**config.mk**
```make
export PLATFORM = sky130hd
export DESIGN_NAME = gbp_ctrl
export DESIGN_NICKNAME = d
export VERILOG_FILES = /design/src/rtl/gbp_pkg.sv /design/src/rtl/gbp_ctrl.sv
export SDC_FILE = /design/constraint.sdc
export NUM_CORES = 1
export LEC_CHECK = 0
export ABC_AREA = 1
export BUFFER_PORTS_ARGS = -buffer_cell sky130_fd_sc_hd__buf_2
export CELL_PAD_IN_SITES_DETAIL_PLACEMENT = 0
export CELL_PAD_IN_SITES_GLOBAL_PLACEMENT = 1
export CORE_ASPECT_RATIO = 0.5
export CORE_UTILIZATION = 39
export DETAILED_ROUTE_END_ITERATION = 8
export GPL_TIMING_DRIVEN = 0
export PLACE_DENSITY_LB_ADDON = 0.1
export SYNTH_ARGS = -nofsm -noshare
export SYNTH_HDL_FRONTEND = slang
export SYNTH_SLANG_ARGS = --single-unit
```
**constraint.sdc**
```tcl
create_clock -name clock -period 6.3 [get_ports clock]
set_input_delay 1.26 -clock clock [delete_from_list [all_inputs] [get_ports clock]]
set_output_delay 1.26 -clock clock [all_outputs]
set_load 0.02 [all_outputs]
```
**src/rtl/gbp_pkg.sv**
```systemverilog
// Shared types and constants of the gshare branch predictor.
package gbp_pkg;

   localparam logic [2:0] CMD_LOOKUP        = 3'd0;
   localparam logic [2:0] CMD_UNCONDITIONAL = 3'd1;
   localparam logic [2:0] CMD_UPDATE        = 3'd2;
   localparam logic [2:0] CMD_SQUASH        = 3'd3;
   localparam logic [2:0] CMD_BTB_MISS      = 3'd4;

   localparam logic CSR_ADDRESS_SHIFT = 1'b0;
   localparam logic CSR_COUNTER_BITS  = 1'b1;

   localparam int SNAP_W = 12;

   typedef struct packed {
      logic [2:0] address_shift;
      logic [3:0] counter_bits;
   } cfg_type;

   typedef enum logic [2:0] {
      ST_CLEAR = 3'b001,
      ST_IDLE  = 3'b010,
      ST_EXEC  = 3'b100
   } state_type;

endpackage

```
**src/rtl/gbp_ctrl.sv**
```systemverilog
// Sequencer of the predictor: clearing pass, table read-modify-write and history.
module gbp_ctrl #(
   parameter int IDX_W = 12,
   parameter int CNT_W = 8
) (
   input  logic                    clock,
   input  logic                    reset,
   input  gbp_pkg::cfg_type        cfg,
   input  logic                    req_tvalid,
   output logic                    req_tready,
   input  logic [79:0]             req_tdata,
   input  logic [2:0]              req_tuser,
   output logic                    rsp_tvalid,
   input  logic                    rsp_tready,
   output logic [15:0]             rsp_tdata,
   output logic                    ram_wr_en,
   output logic [IDX_W-1:0]        ram_wr_addr,
   output logic [CNT_W-1:0]        ram_wr_data,
   output logic                    ram_rd_en,
   output logic [IDX_W-1:0]        ram_rd_addr,
   input  logic [CNT_W-1:0]        ram_rd_data
);

   localparam int EXT_W = (IDX_W > gbp_pkg::SNAP_W) ? IDX_W : gbp_pkg::SNAP_W;

   gbp_pkg::state_type state_ff, state_in;
   logic [IDX_W-1:0] clr_ff, clr_in;
   logic [IDX_W-1:0] hist_ff, hist_in;
   logic [2:0]       cmd_ff;
   logic             taken_ff, squashed_ff, hvalid_ff;
   logic [11:0]      saved_ff;
   logic [IDX_W-1:0] idx_ff;
   logic             rsp_valid_ff, rsp_valid_in;
   logic             pred_ff, pred_in;
   logic [11:0]      snap_ff, snap_in;

   logic [63:0]      addr_sh;
   logic [EXT_W-1:0] req_saved_ext;
   logic [IDX_W-1:0] req_idx;
   logic             accept;

   logic [EXT_W-1:0] saved_ext, hist_ext;
   logic [IDX_W:0]   hist_cat_pred, hist_cat_one;
   logic [EXT_W:0]   saved_cat;
   logic [3:0]       bits;
   logic [CNT_W-1:0] ones, maxv, half, cnt_new;
   logic             pred_now, can_out;

   assign accept     = req_tvalid && req_tready;
   assign req_tready = (state_ff == gbp_pkg::ST_IDLE);

   assign addr_sh       = req_tdata[63:0] >> cfg.address_shift;
   assign req_saved_ext = EXT_W'(req_tdata[77:66]);

   always_comb begin
      if (req_tuser == gbp_pkg::CMD_UPDATE) begin
         req_idx = addr_sh[IDX_W-1:0] ^ req_saved_ext[IDX_W-1:0];
      end else begin
         req_idx = addr_sh[IDX_W-1:0] ^ hist_ff;
      end
   end

   assign ram_rd_en   = accept;
   assign ram_rd_addr = req_idx;

   always_comb begin
      if (cfg.counter_bits == 4'd0) begin
         bits = 4'd1;
      end else if (cfg.counter_bits > 4'(CNT_W)) begin
         bits = 4'(CNT_W);
      end else begin
         bits = cfg.counter_bits;
      end
   end

   assign ones     = '1;
   assign maxv     = ones >> (4'(CNT_W) - bits);
   assign half     = CNT_W'(1) << (bits - 4'd1);
   assign pred_now = (ram_rd_data >= half);

   always_comb begin
      cnt_new = ram_rd_data;
      if (taken_ff) begin
         if (ram_rd_data < maxv) begin
            cnt_new = ram_rd_data + CNT_W'(1);
         end
      end else if (ram_rd_data != '0) begin
         cnt_new = ram_rd_data - CNT_W'(1);
      end
   end

   assign saved_ext     = EXT_W'(saved_ff);
   assign hist_ext      = EXT_W'(hist_ff);
   assign hist_cat_pred = {hist_ff, pred_now};
   assign hist_cat_one  = {hist_ff, 1'b1};
   assign saved_cat     = {saved_ext, taken_ff};
   assign can_out       = !rsp_valid_ff || rsp_tready;

   always_comb begin
      state_in     = state_ff;
      clr_in       = clr_ff;
      hist_in      = hist_ff;
      rsp_valid_in = rsp_valid_ff && !rsp_tready;
      pred_in      = pred_ff;
      snap_in      = snap_ff;
      ram_wr_en    = 1'b0;
      ram_wr_addr  = idx_ff;
      ram_wr_data  = cnt_new;
      case (state_ff)
         gbp_pkg::ST_CLEAR: begin
            ram_wr_en   = 1'b1;
            ram_wr_addr = clr_ff;
            ram_wr_data = '0;
            clr_in      = clr_ff + IDX_W'(1);
            if (clr_ff == '1) begin
               state_in = gbp_pkg::ST_IDLE;
            end
         end
         gbp_pkg::ST_IDLE: begin
            if (accept) begin
               state_in = gbp_pkg::ST_EXEC;
            end
         end
         gbp_pkg::ST_EXEC: begin
            if (can_out) begin
               state_in     = gbp_pkg::ST_IDLE;
               rsp_valid_in = 1'b1;
               pred_in      = 1'b0;
               snap_in      = '0;
               case (cmd_ff)
                  gbp_pkg::CMD_LOOKUP: begin
                     pred_in = pred_now;
                     snap_in = hist_ext[11:0];
                     hist_in = hist_cat_pred[IDX_W-1:0];
                  end
                  gbp_pkg::CMD_UNCONDITIONAL: begin
                     pred_in = 1'b1;
                     snap_in = hist_ext[11:0];
                     hist_in = hist_cat_one[IDX_W-1:0];
                  end
                  gbp_pkg::CMD_UPDATE: begin
                     if (hvalid_ff) begin
                        ram_wr_en = 1'b1;
                        if (squashed_ff) begin
                           hist_in = saved_cat[IDX_W-1:0];
                        end
                     end
                  end
                  gbp_pkg::CMD_SQUASH: begin
                     hist_in = saved_ext[IDX_W-1:0];
                  end
                  gbp_pkg::CMD_BTB_MISS: begin
                     hist_in = hist_ff & ~IDX_W'(1);
                  end
                  default: begin
                  end
               endcase
            end
         end
         default: begin
            state_in = gbp_pkg::ST_CLEAR;
            clr_in   = '0;
         end
      endcase
   end

   always_ff @(posedge clock) begin
      if (reset) begin
         state_ff     <= gbp_pkg::ST_CLEAR;
         clr_ff       <= '0;
         hist_ff      <= '0;
         rsp_valid_ff <= 1'b0;
      end else begin
         state_ff     <= state_in;
         clr_ff       <= clr_in;
         hist_ff      <= hist_in;
         rsp_valid_ff <= rsp_valid_in;
      end
   end

   always_ff @(posedge clock) begin
      pred_ff <= pred_in;
      snap_ff <= snap_in;
      if (accept) begin
         cmd_ff      <= req_tuser;
         taken_ff    <= req_tdata[64];
         squashed_ff <= req_tdata[65];
         saved_ff    <= req_tdata[77:66];
         hvalid_ff   <= req_tdata[78];
         idx_ff      <= req_idx;
      end
   end

   assign rsp_tvalid = rsp_valid_ff;
   assign rsp_tdata  = {3'b000, snap_ff, pred_ff};

endmodule
```
==> results.sh <==
export IMPL_route_detailed_drc=0
export IMPL_grt_setup_unrepaired="no"
export IMPL_clock_sinks=71
export IMPL_slew_headroom=0.615
export IMPL_gp_congestion=0.822
export IMPL_arrival_ns=4.13
export IMPL_fin_crit_sh=0.856
export IMPL_root_buffer="clkbuf_16"
export IMPL_reg2reg_from="state_ff[0]$_SDFFE_PP1P_"
export IMPL_layout_nets=946
export IMPL_grt_use_total=0.204
export IMPL_endpoint="ram_wr_data[5]"
export IMPL_first_iter_violations=299
export IMPL_maxCapViolCount=0
export IMPL_critical_path_startpoint="cfg[2]"
export IMPL_worst_pin_slew_ns=0.578
export IMPL_cts_max_path_buffers=2
export IMPL_synth_cells=705
export IMPL_dieArea_mm2=0.0130
export IMPL_crit_type="input port to primary output"
export IMPL_crit_slowest_cell="a21oi_1"
export IMPL_gr_total_overflow=0
export IMPL_synth_area_mm2=0.00488
export IMPL_row_count=28
export IMPL_clk_latency_ns=0.33
export IMPL_yosysTopAreaCellShare=0.265
export IMPL_cts_max_level=3
export IMPL_dp_hpwl_um=10100
export IMPL_grt_pass1_wl_um=20700
export IMPL_synth_distinct_cells=40
export IMPL_die_w_um=160
export IMPL_routedWlPerCell_um=13.1
export IMPL_path_max_fanout=10
export IMPL_final_common_cell="nand2_1"
export IMPL_ctsResizeCount=0
export IMPL_worstHoldPathType="flop to flop"
export IMPL_avgSynthCellArea_um2=6.92
export IMPL_netlist_top_cells_area="edfxtp_1 (26%), nand2_1 (18%), dfxtp_1 (11%)"
export IMPL_seq_area_frac_synth=0.379
export IMPL_setup_viol=0
export IMPL_io_pins=154
export IMPL_irDropWorstVdd_v=0.000128
export IMPL_via_per_inst=4.70
export IMPL_synth_warnings=0
export IMPL_crit_path_max_incr_delay_ns=0.27
export IMPL_layout_drive_gt1_share=0.191
export IMPL_cp_end_kind="primary output"
export IMPL_crit_top_cell="nand2_1"
export IMPL_fmax_ghz=0.185
export IMPL_grt_max_degree=32
export IMPL_area_delta_synth_final_pct=22.5
export IMPL_port_buffers=102
export IMPL_worst_setup_path_start_kind="input port"
export IMPL_setup_tns_final_ns=0
export IMPL_cp_cell_sequence="buf_2 > or2_2 > a21oi_1 > inv_1 > ha_1 > nand3_1 > nand2_1 > inv_1 > nor2_1 > ha_1 > nand2_1 > nand2_1 > nand2_1 > nand2_1 > nand2_1 > nand2_1 > buf_2 > o21ai_0 > a21oi_1 > buf_2"
export IMPL_clkTransAtPathRegs_ns=0.06
export IMPL_r2r_end="hist_ext[11]$_SDFFE_PP0P_"
export IMPL_status="finished clean"
export IMPL_p_leak_nw=2.84
export IMPL_wirelength_um=13000
export IMPL_grt_pass1_vias=4127
export IMPL_drtAntennaViolNets=0
export IMPL_numCtsBuffers=9
export IMPL_critPathRequiredTime_ns=5.04
export IMPL_drtPass1Iterations=5
export IMPL_cts_tree="yes"
export IMPL_hold_violations=0
export IMPL_cts_hold_buf=0
export IMPL_slew_violations=0
export IMPL_yosys_register_bits=71
export IMPL_reg2reg_slack_ns=4.58
export IMPL_vias=4661
export IMPL_powerDensity_mw_per_mm2=225
export IMPL_yosysTopAreaCell="edfxtp_1"
export IMPL_post_cts_setup_buffers=0
export IMPL_fin_ws_ns=0.907
export IMPL_antenna_found_initial=0
export IMPL_rr_worst_depth=9
export IMPL_layout_common_cells="nand2_1 (232), buf_2 (111), inv_1 (91)"
export IMPL_dieHeight_um=81.1
export IMPL_fp_coreArea_mm2=0.0120
export IMPL_diodes=0
export IMPL_layout_min_cycle_time_ns=5.39
export IMPL_dpl_worst_slack_ns=0.881
export IMPL_start_util=0.406
export IMPL_skew_ns=0.00724
-- routing by layer --
| layer | global-route usage | wire, um | vias to the layer above |
|---|---|---|---|
| met5 | 0 | 0 | - |
| met4 | 0.0552 | 146 | 0 |
| met3 | 0.0368 | 510 | 12 |
| met2 | 0.323 | 5440 | 106 |
| met1 | 0.287 | 6860 | 2052 |
| li1 | - | - | 2491 |
-- where the power goes --
group | internal (mW) | switching, mW
Sequential | 0.497 | 0.00379
Combinational | 0.0884 | 0.167
Clock | 0.388 | 0.201
-- kinds of logic (layout without fill, tap and decap cells) --
logic type / Yosys count / after routing / share of synthesized area
other: 1 / 3 / 0.000768
AND/OR/NAND/NOR: 358 / 358 / 0.306
AO/OA/AOI/OAI: 113 / 113 / 0.124
multiplexers: 1 / 1 / 0.00205
adder cells (fa/ha/maj): 23 / 23 / 0.0590
flip-flops: 71 / 71 / 0.379
XOR/XNOR: 11 / 11 / 0.0197
buffers and inverters: 127 / 246 / 0.108
-- worst min-delay path by stage --
stage / endpoint / from / cells after the start / slack, ns
global route: clr_ff[5]$_SDFFE_PP0N_ / clr_ff[5]$_SDFFE_PP0N_ / 1 / 0.49
CTS: clr_ff[5]$_SDFFE_PP0N_ / clr_ff[5]$_SDFFE_PP0N_ / 1 / 0.46
global placement: clr_ff[5]$_SDFFE_PP0N_ / clr_ff[5]$_SDFFE_PP0N_ / 1 / 0.44
floorplan: clr_ff[5]$_SDFFE_PP0N_ / clr_ff[5]$_SDFFE_PP0N_ / 1 / 0.42
finish: clr_ff[5]$_SDFFE_PP0N_ / clr_ff[5]$_SDFFE_PP0N_ / 1 / 0.46
detailed placement: clr_ff[5]$_SDFFE_PP0N_ / clr_ff[5]$_SDFFE_PP0N_ / 1 / 0.45
-- final cells by class --
class,count,area [um2]
fill,1254,6040
multi-input combinational,509,2510
sequential,71,1850
timing repair buffer,103,531
inverter,99,372
clock buffer,9,225
tap,165,206
buffer,28,158
clock inverter,7,120
-- worst max-delay path, delay by kind of cell --
kind                       cells  cell delay (ns)
adders and majority gates      2             0.50
and+or+nand+nor               10             0.92
AOI/OAI and AO/OA              3             0.56
buffers and inverters          5             0.90
-- Yosys cell counts --
| master | instances |
|---|---|
| inv_2 | 7 |
| o221ai_1 | 1 |
| dfxtp_1 | 28 |
| mux2i_1 | 1 |
| or2_1 | 5 |
| a211oi_1 | 2 |
| nor2_2 | 1 |
| nor3_2 | 2 |
| nand3b_1 | 2 |
| o21bai_1 | 1 |
| nor2_1 | 60 |
| or2_2 | 1 |
| nand2_1 | 232 |
| clkbuf_1 | 10 |
| clkinv_1 | 1 |
| xor2_1 | 8 |
| buf_4 | 7 |
| buf_2 | 9 |
| xnor2_1 | 3 |
| ha_1 | 23 |
| a31oi_1 | 1 |
| nor3_1 | 1 |
| edfxtp_1 | 43 |
| nand3_1 | 33 |
| nand4_1 | 13 |
| and2_4 | 1 |
| o21ai_0 | 40 |
| buf_6 | 2 |
| a21oi_1 | 44 |
| o21a_1 | 1 |
| o21ai_1 | 14 |
| or2_0 | 1 |
| o21ai_2 | 2 |
| a21oi_2 | 1 |
| nand2_2 | 2 |
| inv_1 | 91 |
| nor2_4 | 1 |
| nand3_2 | 3 |
| o211ai_1 | 6 |
| conb_1 | 1 |
-- metrics by stage --
stage                     utilization  instance area [um2]  std cells  power, mW  hold WS (ns)
after floorplan                     -                 4890        707      0.679         0.422
after global placement          0.466                 5610        974      0.767         0.435
after detailed placement        0.469                 5630        975      0.768         0.452
after CTS                       0.498                 5980        991       1.36         0.461
after global routing            0.498                 5980        991       1.41         0.491
final                           0.498                 5980        991       1.35         0.458
-- state kept, by name, summed over array words and instances (netlist names) --
register	flops
snap_ff	12
state_ff	3
saved_ext	12
cmd_ff	3
rsp_tvalid	1
clr_ff	12
pred_ff	1
taken_ff	1
hvalid_ff	1
idx_ff	12
hist_ext	12
squashed_ff	1
No activity file was read; power rests on OpenSTA's default activity.
